`config.mk`:
```
export PLATFORM = sky130hd
export DESIGN_NAME = rx_ring_page_reader_unit
export DESIGN_NICKNAME = d
export VERILOG_FILES = /design/src/hdl/rrpr_pkg.sv /design/src/hdl/rx_ring_page_reader_unit.sv
export SDC_FILE = /design/constraint.sdc
export NUM_CORES = 1
export LEC_CHECK = 0
export BUFFER_PORTS_ARGS = -buffer_cell sky130_fd_sc_hd__buf_2
export CAP_MARGIN = 20
export CORE_AREA = 5 5 191 193
export DETAILED_ROUTE_END_ITERATION = 10
export DIE_AREA = 0 0 196 198
export HOLD_SLACK_MARGIN = 0.03
export PLACE_DENSITY = 0.76
export REMOVE_ABC_BUFFERS = 1
export SETUP_SLACK_MARGIN = 0.4
export SLEW_MARGIN = 20
export SYNTH_ARGS = -nofsm -noshare
export SYNTH_HDL_FRONTEND = slang
export SYNTH_SLANG_ARGS = --single-unit
export TNS_END_PERCENT = 50
```
`constraint.sdc`:
```
create_clock -name clk_i -period 8.3 [get_ports clk_i]
set_clock_uncertainty 0.2 [all_clocks]
set_input_delay 0 -clock clk_i [delete_from_list [all_inputs] [get_ports clk_i]]
set_output_delay 0 -clock clk_i [all_outputs]
set_load 0.01 [all_outputs]
```
`src/hdl/rrpr_pkg.sv`:
```
// ---------------------------------------------------------------------------
// rx ring page reader package
// verdict codes, register indexes and stream field widths
// ---------------------------------------------------------------------------
package rrpr_pkg;

  // result verdict codes
  typedef enum logic [2:0] {
    VERDICT_BAD      = 3'd0,
    VERDICT_EMPTY    = 3'd1,
    VERDICT_GOOD     = 3'd2,
    VERDICT_SHORT    = 3'd3,
    VERDICT_OVERSIZE = 3'd4,
    VERDICT_RXERR    = 3'd5
  } verdict_e;

  // configuration register indexes
  localparam logic [2:0] REG_RAM_BASE   = 3'd0;
  localparam logic [2:0] REG_RING_START = 3'd1;
  localparam logic [2:0] REG_RING_STOP  = 3'd2;
  localparam logic [2:0] REG_MIN_LEN    = 3'd3;
  localparam logic [2:0] REG_MAX_LEN    = 3'd4;

  // register reset values
  localparam logic [7:0]  RAM_BASE_RST   = 8'd32;
  localparam logic [7:0]  RING_START_RST = 8'd6;
  localparam logic [7:0]  RING_STOP_RST  = 8'd32;
  localparam logic [15:0] MIN_LEN_RST    = 16'd60;
  localparam logic [15:0] MAX_LEN_RST    = 16'd1514;

  // stream widths
  localparam int unsigned IN_DATA_W  = 64;
  localparam int unsigned OUT_DATA_W = 144;
  localparam int unsigned OUT_USER_W = 3;
  localparam int unsigned CFG_IDX_W  = 3;
  localparam int unsigned CFG_DATA_W = 16;

  // header offset of frame data within a page, crc length
  localparam logic [7:0]  HDR_BYTES = 8'h04;
  localparam logic [15:0] CRC_BYTES = 16'd4;

endpackage

```
`src/hdl/rx_ring_page_reader_unit.sv`:
```
// An accepted item is held in the input register and then in the result register.
// Throughput: one item per cycle while the sink is ready; a stalled full result register
// blocks an occupied input register; both stages advance together when the sink is ready.
// Reset: asynchronous, active low; clears valid flags and statistics counters and loads
// the ring configuration registers with their default page and length values.
// ---------------------------------------------------------------------------
// rx ring page reader
// receive ring read pointer logic: request check, empty ring detection,
// frame classification, wrap-split copy lengths, boundary update, counters
// ---------------------------------------------------------------------------
module rx_ring_page_reader_unit
  import rrpr_pkg::*;
#(
  parameter int unsigned COUNTER_WIDTH = 16
) (
  input  logic                  clk_i,
  input  logic                  rst_ni,
  // configuration write port
  input  logic                  cfg_we_i,
  input  logic [CFG_IDX_W-1:0]  cfg_idx_i,
  input  logic [CFG_DATA_W-1:0] cfg_data_i,
  // input item stream
  input  logic                  s_axis_tvalid_i,
  output logic                  s_axis_tready_o,
  // current_page_raw, boundary_page_raw, header_status, header_next_page,
  // header_count_low, header_count_high, buffer_len
  input  logic [IN_DATA_W-1:0]  s_axis_tdata_i,
  // result item stream
  output logic                  m_axis_tvalid_o,
  input  logic                  m_axis_tready_i,
  // frame_len, copy_addr, first_len, second_len, new_boundary_raw,
  // boundary_write, drop_total, short_total, oversize_total, good_total, zero pad
  output logic [OUT_DATA_W-1:0] m_axis_tdata_o,
  // verdict
  output logic [OUT_USER_W-1:0] m_axis_tuser_o
);

  localparam int unsigned ExtW = COUNTER_WIDTH + 16;

  // configuration registers
  logic [7:0]  ram_base_q, ring_start_q, ring_stop_q;
  logic [15:0] min_len_q, max_len_q;

  always_ff @(posedge clk_i or negedge rst_ni) begin
    if (!rst_ni) begin
      ram_base_q   <= RAM_BASE_RST;
      ring_start_q <= RING_START_RST;
      ring_stop_q  <= RING_STOP_RST;
      min_len_q    <= MIN_LEN_RST;
      max_len_q    <= MAX_LEN_RST;
    end else if (cfg_we_i) begin
      case (cfg_idx_i)
        REG_RAM_BASE:   ram_base_q   <= cfg_data_i[7:0];
        REG_RING_START: ring_start_q <= cfg_data_i[7:0];
        REG_RING_STOP:  ring_stop_q  <= cfg_data_i[7:0];
        REG_MIN_LEN:    min_len_q    <= cfg_data_i;
        REG_MAX_LEN:    max_len_q    <= cfg_data_i;
        default: ;
      endcase
    end
  end

  // handshake between the two stages
  logic                 in_valid_q, out_valid_q;
  logic [IN_DATA_W-1:0] in_data_q;
  logic                 out_load, advance;

  assign out_load        = !out_valid_q || m_axis_tready_i;
  assign advance         = in_valid_q && out_load;
  assign s_axis_tready_o = !in_valid_q || out_load;

  // input register
  always_ff @(posedge clk_i or negedge rst_ni) begin
    if (!rst_ni) begin
      in_valid_q <= 1'b0;
    end else if (s_axis_tready_o) begin
      in_valid_q <= s_axis_tvalid_i;
    end
  end

  always_ff @(posedge clk_i) begin
    if (s_axis_tready_o && s_axis_tvalid_i) begin
      in_data_q <= s_axis_tdata_i;
    end
  end

  // input fields
  logic [7:0]  cur_raw, bnd_raw, hdr_status, hdr_next, cnt_lo, cnt_hi;
  logic [15:0] buf_len;

  assign cur_raw    = in_data_q[7:0];
  assign bnd_raw    = in_data_q[15:8];
  assign hdr_status = in_data_q[23:16];
  assign hdr_next   = in_data_q[31:24];
  assign cnt_lo     = in_data_q[39:32];
  assign cnt_hi     = in_data_q[47:40];
  assign buf_len    = in_data_q[63:48];

  // statistics counters
  logic [COUNTER_WIDTH-1:0] drop_q, short_q, over_q, good_q;
  logic [COUNTER_WIDTH-1:0] drop_d, short_d, over_d, good_d;

  // classification and copy split
  verdict_e     verdict;
  logic         bad_req, empty_ring, is_short, is_over, wrap, bwrite;
  logic [7:0]   cur_rel, read_pg0, read_pg, next_rel, nb_rel, nb_raw;
  logic [15:0]  count, rlen, flen, copy_addr, first_len, second_len;
  logic [8:0]   pg_diff;
  logic signed [17:0] clen;

  always_comb begin
    verdict    = VERDICT_BAD;
    flen       = '0;
    copy_addr  = '0;
    first_len  = '0;
    second_len = '0;
    nb_raw     = bnd_raw;
    bwrite     = 1'b0;
    drop_d     = drop_q;
    short_d    = short_q;
    over_d     = over_q;
    good_d     = good_q;

    // request check against signed buffer length
    bad_req = buf_len[15] || (buf_len == 16'd0) || ({1'b0, buf_len[14:0]} > max_len_q);

    // ring pages relative to ram base
    cur_rel  = cur_raw - ram_base_q;
    read_pg0 = bnd_raw - ram_base_q + 8'd1;
    read_pg  = (read_pg0 >= ring_stop_q) ? ring_start_q : read_pg0;
    empty_ring = (read_pg == cur_rel);

    // length checks
    count    = {cnt_hi, cnt_lo};
    rlen     = count - CRC_BYTES;
    is_short = ({1'b0, count} < ({1'b0, min_len_q} + {1'b0, CRC_BYTES}));
    is_over  = (rlen > max_len_q) || (rlen > buf_len);

    // wrap split: space left before ring end
    wrap    = ({1'b0, read_pg} + {1'b0, cnt_hi}) >= {1'b0, ring_stop_q};
    pg_diff = {1'b0, ring_stop_q} - {1'b0, read_pg};
    clen    = $signed({pg_diff[8], pg_diff, 8'h00}) - 18'sd4;

    // new boundary one page behind the next frame
    next_rel = hdr_next - ram_base_q;
    nb_rel   = next_rel - 8'd1;
    if (nb_rel < ring_start_q) begin
      nb_rel = ring_stop_q - 8'd1;
    end

    if (!bad_req) begin
      if (empty_ring) begin
        verdict = VERDICT_EMPTY;
      end else begin
        bwrite = 1'b1;
        nb_raw = nb_rel + ram_base_q;
        if (!hdr_status[0]) begin
          verdict = VERDICT_RXERR;
          drop_d  = drop_q + 1'b1;
        end else if (is_short) begin
          verdict = VERDICT_SHORT;
          drop_d  = drop_q + 1'b1;
          short_d = short_q + 1'b1;
        end else if (is_over) begin
          verdict = VERDICT_OVERSIZE;
          drop_d  = drop_q + 1'b1;
          over_d  = over_q + 1'b1;
        end else begin
          verdict   = VERDICT_GOOD;
          good_d    = good_q + 1'b1;
          flen      = rlen;
          copy_addr = {read_pg, HDR_BYTES};
          if (wrap && (clen < $signed({2'b00, rlen}))) begin
            first_len  = clen[17] ? 16'd0 : clen[15:0];
            second_len = rlen - first_len;
          end else begin
            first_len = rlen;
          end
        end
      end
    end
  end

  always_ff @(posedge clk_i or negedge rst_ni) begin
    if (!rst_ni) begin
      drop_q  <= '0;
      short_q <= '0;
      over_q  <= '0;
      good_q  <= '0;
    end else if (advance) begin
      drop_q  <= drop_d;
      short_q <= short_d;
      over_q  <= over_d;
      good_q  <= good_d;
    end
  end

  // counter totals, low 16 bits
  logic [ExtW-1:0] drop_ext, short_ext, over_ext, good_ext;

  assign drop_ext  = {16'd0, drop_d};
  assign short_ext = {16'd0, short_d};
  assign over_ext  = {16'd0, over_d};
  assign good_ext  = {16'd0, good_d};

  // result register
  logic [OUT_DATA_W-1:0] out_data_q;
  logic [OUT_USER_W-1:0] out_user_q;

  always_ff @(posedge clk_i or negedge rst_ni) begin
    if (!rst_ni) begin
      out_valid_q <= 1'b0;
    end else if (out_load) begin
      out_valid_q <= in_valid_q;
    end
  end

  always_ff @(posedge clk_i) begin
    if (advance) begin
      out_user_q <= verdict;
      out_data_q <= {7'd0, good_ext[15:0], over_ext[15:0], short_ext[15:0],
                     drop_ext[15:0], bwrite, nb_raw, second_len, first_len,
                     copy_addr, flen};
    end
  end

  assign m_axis_tvalid_o = out_valid_q;
  assign m_axis_tdata_o  = out_data_q;
  assign m_axis_tuser_o  = out_user_q;

endmodule

```
==> results of run 1 <==
## per-layer routing
metal | routed length, um | up-vias
li1 | - | 6590
met1 | 19700 | 6640
met2 | 22900 | 400
met3 | 2470 | 107
met4 | 1550 | 0
met5 | 0 | -
## through the flow
stage               total power, mW  std cells  worst slack (ns)
CTS                            7.91       2528             0.406
global route                   8.80       2541             0.259
global placement               5.97       2287             0.331
finish                         8.24       2543             0.631
floorplan                      4.94       1591             0.217
detailed placement             6.04       2287             0.141
## placed cells by master (no fill, tap or decap), types with 33 or more instances in the layout
master and count:
a21oi_1 61, buf_2 214, buf_4 45, clkbuf_16 37, dfrtp_1 107, dlygate4sd3_1 171, edfxtp_1 190, ha_1 154
inv_1 131, mux2_2 33, nand2_1 128, nand3_1 49, nor2_1 101, o21ai_0 59, xnor2_1 129, xor2_1 77
## worst reg2reg max path, delay by kind of cell (launching register included)
kind / cells / cell delay (ns)
compound gates: 15 / 2.33
simple gates: 10 / 1.55
buf+inv: 6 / 0.50
flops: 1 / 0.39
xor+xnor: 3 / 0.45
fa+ha+maj: 8 / 2.01
## power by group
group | internal [mW] | total [mW] | switching [mW]
combinational | 2.05 | 4.58 | 2.53
clock | 0.993 | 1.64 | 0.642
sequential | 1.88 | 2.02 | 0.139
## worst min path at each step
stage | startpoint | endpoint | slack (ns)
CTS | cfg_data_i[10] | min_len_q[10] | 0.06
global route | cfg_data_i[10] | min_len_q[10] | 0.09
floorplan | rst_ni | drop_q[0] | -0.50
global placement | rst_ni | short_q[1] | -0.06
detailed placement | rst_ni | short_q[0] | -0.05
finish | cfg_data_i[8] | min_len_q[8] | 0.1
## what timing repair did
item,in CTS,in global routing
endpoints found under the setup margin,5,31
gates resized for setup,8,47
hold buffers,172,0
pin swaps,5,31
buffers inserted,5,13
hold endpoints to repair,184,0
## registers in the layout (all words and copies together), names as in the netlist
signal	flops
m_axis_tdata_o	130
in_data_q	57
drop_q	16
good_q	16
max_len_q	16
min_len_q	16
over_q	16
short_q	16
ram_base_q	8
ring_start_q	8
ring_stop_q	8
m_axis_tuser_o	3
in_valid_q	1
m_axis_tvalid_o	1
## logic make-up after synthesis
logic type,share of synthesized area
other,0.000208
XOR/XNOR,0.104
AND/OR/NAND/NOR,0.126
buffers and inverters,0.0457
multiplexers,0.0250
adder cells (fa/ha/maj),0.119
flip-flops,0.488
AO/OA/AOI/OAI,0.0926
## layout make-up
type                    count  area, um2
repair buffers            431       3150
multi-input cells        1136       8660
clock inverters            19        236
diodes                      2       5.00
flip-flops and latches    312       8780
well taps                 455        569
fillers                  2565      11400
clock buffers              45        976
inverters                 143        552
==> impl_metrics.ini, run 1 <==
[status]
status = finished clean

[timing]
final.setup.tns_ns = 0
max-slew-margin-rel = 0.355
finalSetupViolations = 0
fin_crit_sh = 0.924
rsz0062_at_grt = false
fin_crit_ns = 7.67
finalHoldViolCount = 0
max_freq_mhz = 130
hold_ws_ns = 0.0972
drv_slew = 0
tightest_slew_ns = 0.967

[grt]
top_usage_layer = met2
met2_usage = 0.395
grt_pass1_wl_mm = 72.2
grt_overflow_total = 0
first_global_vias = 13700
antenna_found_initial = 0
gr-usage-met3 = 0.0386
grt_usage = 0.232
use_met1 = 0.300
grt_max_degree = 106

[logic_synthesis]
ys_seq_elements = 312
synthesis.area_um2 = 18000
ys_seq_area_frac = 0.488
synth_top_area_cell = edfxtp_1
synth_edf_count = 190
ys_types = 93
synthFlopType = edfxtp_1
yosysTopAreaCellShare = 0.317
yosys_warnings = 0
syn_area_per_cell_um2 = 11.0
synth_area_leaders = edfxtp_1 (32%), dfrtp_1 (15%), ha_1 (11%)
synthTopCellsByCount = edfxtp_1 (190), ha_1 (161), inv_1 (138)
async_flop_share = 0.391
synth_cells = 1630
yosysMostFrequentCell = edfxtp_1

[placed_design]
placed_area_um2 = 19600
gp_congestion = 0.916
port_buffers = 215
hpwl_mm = 32.0

[hold_path]
hp-class = in -> reg
hold_depth = 3

[setup_path]
cp.required_ns = 8.37
cp-start-kind = register
setup.worst_path.start = in_data_q[9]
crit_cells = 42
cp_num_buf_inv = 6
r2r-end = m_axis_tdata_o[62]
worstPathMaxFanout = 6
rrSetupSlack_ns = 0.63
end_kind = register
crit_family = compound AO/OA/AOI/OAI gates
cpPeakStageDelay_ns = 0.39
crit_arrival_ns = 7.74
ff2ff_path_depth = 42
worstSetupPathType = reg -> reg
cp-endpoint = m_axis_tdata_o[62]
cpMostUsedCell = ha_4
cpMaxStageDelayCell = edfxtp_1
r2r_start = in_data_q[9]

[job]
drv_cap = 0

[route]
avgViaCountPerCell = 5.40
vias = 13700
dr.pass1.iters = 5
routedWlPerCell_um = 18.3
drt_iter0_markers = 872
drc = 0
drt-total-wl_mm = 46.6
ant_nets = 0

[clock_network]
clock-sinks = 312
cts_buffer_depth = 3
cts_htree_levels = 2
insertion_delay_ns = 0.54
cts_inserted_buffers = 35
cts.clk_slew.worst_paths_ns = 0.06
tritoncts = yes
root_buffer = clkbuf_16

[layout]
fin_util = 0.667
syn_to_final_growth_pct = 27.4
fin_nets = 2314
drive_gt1_frac = 0.212
final_cell_area_um2 = 22900

[floorplanning]
dieArea_um2 = 38800
die_width_um = 196
die_height_um = 198
ios = 237
core_um2 = 34400
rows = 68
initial_core_util = 0.523

[power_and_ir_drop]
power_leakage_nw = 10.2
powerDensity_nw_per_um2 = 359
vdd_drop_max_mv = 0.286
Note: power is estimated with default switching activity, not from simulation.
==> run 2: changes to the inputs <==
--- a/config.mk
+++ b/config.mk
@@ -5,13 +5,15 @@
 export SDC_FILE = /design/constraint.sdc
 export NUM_CORES = 1
 export LEC_CHECK = 0
+export ABC_AREA = 1
 export BUFFER_PORTS_ARGS = -buffer_cell sky130_fd_sc_hd__buf_2
 export CAP_MARGIN = 20
-export CORE_AREA = 5 5 191 193
+export CORE_AREA = 5 5 198 200
 export DETAILED_ROUTE_END_ITERATION = 10
-export DIE_AREA = 0 0 196 198
+export DIE_AREA = 0 0 203 205
+export GPL_TIMING_DRIVEN = 0
 export HOLD_SLACK_MARGIN = 0.03
-export PLACE_DENSITY = 0.76
+export PLACE_DENSITY = 0.77
 export REMOVE_ABC_BUFFERS = 1
 export SETUP_SLACK_MARGIN = 0.4
 export SLEW_MARGIN = 20
==> run 2 against run 1 <==
Net effect: worst hold slack about the same; utilization down 1.8 points; count of clock-buffer cells in the layout increased by 11; critical path type unchanged; clock power is 2% lower; synthesized cell count rose by 45%; synthesized area rose by 9.7%; cell count up 26%; die area grew 7.2%; wire length grew 18%.
==> impl_metrics.ini, run 2 <==
[setup_path]
worstSetupPathType = reg -> reg
crit_arrival_ns = 7.60
crit_family = simple AND/OR/NAND/NOR gates
cpMaxStageDelayCell = dfrtp_2
cp-start-kind = register
cp_num_buf_inv = 5
cpMostUsedCell = nand2_1
end_kind = register
cp.required_ns = 8.38
cpPeakStageDelay_ns = 0.46
worstPathMaxFanout = 6

[logic_synthesis]
synth_cells = 2368
ys_seq_elements = 312
async_flop_share = 0.391
synthFlopType = edfxtp_1
synth_edf_count = 190
yosys_warnings = 0
ys_types = 55
synth_area_leaders = edfxtp_1 (29%), nand2_1 (15%), dfrtp_1 (14%)
yosysMostFrequentCell = nand2_1
syn_area_per_cell_um2 = 8.34
synth_top_area_cell = edfxtp_1
yosysTopAreaCellShare = 0.289
ys_seq_area_frac = 0.445
synthTopCellsByCount = nand2_1 (765), inv_1 (275), edfxtp_1 (190)
synthesis.area_um2 = 19700

[placed_design]
port_buffers = 215
gp_congestion = 0.902
placed_cells = 2987
placed_area_um2 = 21200
place_ws_ns = 0.00979
hpwl_mm = 37.9

[power_and_ir_drop]
powerDensity_nw_per_um2 = 345
power_leakage_nw = 11.4
netSwitchingFraction = 0.448
p_clk_frac = 0.192
vdd_drop_max_mv = 0.257
switching_power_mw = 3.73
p_comb_frac = 0.552
cellInternalPower_mw = 4.60
p_seq_frac = 0.256

[timing]
fin_crit_sh = 0.907
setup_ws_ns = 0.775
max_freq_mhz = 133
drv_slew = 0
tightest_slew_ns = 0.969
fin_crit_ns = 7.52
final.setup.tns_ns = 0
rsz0062_at_grt = false
max-slew-margin-rel = 0.352
finalHoldViolCount = 0
finalSetupViolations = 0

[clock_network]
tritoncts = yes
cts_htree_levels = 2
insertion_delay_ns = 0.56
root_buffer = clkbuf_16
cts_inserted_buffers = 36
cts.clk_slew.worst_paths_ns = 0.06
cts_buffer_depth = 3
clock-sinks = 312

[layout]
fill_cells = 2952
layout_commonest_cell = nand2_1
syn_to_final_growth_pct = 22.3
drive_gt1_frac = 0.144
fin_util = 0.649
largest_register_ffs = 130
mostFrequentLayoutCells = nand2_1 (758), inv_1 (272), buf_2 (214)
layout.cells.non_filler = 3215
final_cell_area_um2 = 24200
antenna_cells = 0
fin_nets = 2968

[route]
avgViaCountPerCell = 5.41
routedWlPerCell_um = 17.1
drt_iter0_markers = 1383
vias = 17400
drc = 0
ant_nets = 0
drt-total-wl_mm = 55.1
dr.pass1.iters = 7

[floorplanning]
rows = 71
dieArea_um2 = 41600
initial_core_util = 0.530
die_height_um = 205
core_um2 = 37200
die_width_um = 203
ios = 237

[grt]
grt_pass1_wl_mm = 87.1
grt_overflow_total = 0
first_global_vias = 17200
grt_usage = 0.260
grt_max_degree = 95
antenna_found_initial = 2

[job]
drv_cap = 0

[hold_path]
hp-class = in -> reg

[status]
status = finished clean
run 2: cell types whose count changed in the layout (fill, tap and decap cells not counted), sizes merged, moves of 21 or more:
cell and delta:
xnor2 -87, mux2 -34, inv +132, and3 -34
nand3 +68, nor3 +22, nand2 +653, o21ai +71
nor2 +22, dlygate4sd3 -27, buf -21, a21o -26
run 2: cell families (layout without fill, tap and decap cells):
group,count (synthesis),count (layout),synth area share
and+or+nand+nor,1142,1142,0.248
buffers and inverters,369,729,0.0755
DFF,312,312,0.445
AOI/OAI and AO/OA,262,262,0.0731
adders and majority gates,167,167,0.108
xor gates and xnor gates,115,115,0.0510
other,1,14,0.000190
run 2: layout make-up:
type                            count  area [um2]  area share
Tap cell                          474         593      0.0246
Inverter                          280        1060      0.0441
Clock inverter                     10         116     0.00482
Multi-Input combinational cell   1700        9700       0.402
Clock buffer                       56        1070      0.0442
Timing Repair Buffer              383        2830       0.117
Sequential cell                   312        8780       0.363
run 2: per-layer routing:
layer / global-route usage / vias to the layer above / wire [um] / part of all wire
li1: - / 8391 / - / -
met1: 0.332 / 8169 / 22300 / 0.40
met2: 0.441 / 668 / 26500 / 0.48
met3: 0.0407 / 172 / 3790 / 0.069
met4: 0.113 / 0 / 2540 / 0.046
met5: 0 / - / 0 / 0
run 2: worst paths after layout:
check / startpoint / slack (ns) / cells after the start / end
min: cfg_data_i[10] / 0.1 / 4 / max_len_q[10]
min reg2reg: max_len_q[11] / 0.29 / 2 / max_len_q[11]
max reg2reg: ram_base_q[1] / 0.78 / 44 / m_axis_tdata_o[62]
max: ram_base_q[1] / 0.78 / 44 / m_axis_tdata_o[62]
min in group asynchronous: rst_ni / 0.41 / 3 / ring_start_q[2]
max in group asynchronous: rst_ni / 7.04 / 4 / drop_q[2]
run 2: what timing repair did:
item	in CTS	in global routing
cloned	0	0
buffers inserted	6	10
hold buffers	145	0
endpoints found under the setup margin	5	8
gates resized for setup	6	30
pin swaps	2	10
endpoints found under the hold margin	264	0
run 2: worst register-to-register path, delay by kind of cell, from the launching register on:
family | cells | cell delay, ns
compound gates | 9 | 1.46
xor+xnor | 2 | 0.38
fa+ha+maj | 7 | 2.16
buf+inv | 5 | 0.35
flops | 1 | 0.46
simple gates | 21 | 2.28
run 2: stage by stage:
stage                     power, mW  hold WS [ns]
final                          8.32        0.0972
after CTS                      7.98        0.0745
after global routing           8.94        0.0866
after floorplan                5.11        -0.496
after detailed placement       6.19        -0.278
after global placement         6.01       -0.0230
run 2: power groups by stage:
| stage | Sequential [mW] | Clock (mW) | Combinational [mW] |
|---|---|---|---|
| 3_5_place_dp | 2.15 | 0 | 4.04 |
| 6_report | 2.13 | 1.60 | 4.59 |
| 4_1_cts | 2.13 | 1.63 | 4.22 |
| 3_3_place_gp | 2.17 | 0 | 3.84 |
| 2_1_floorplan | 2.17 | 0 | 2.94 |
| 5_1_grt | 2.15 | 1.70 | 5.09 |
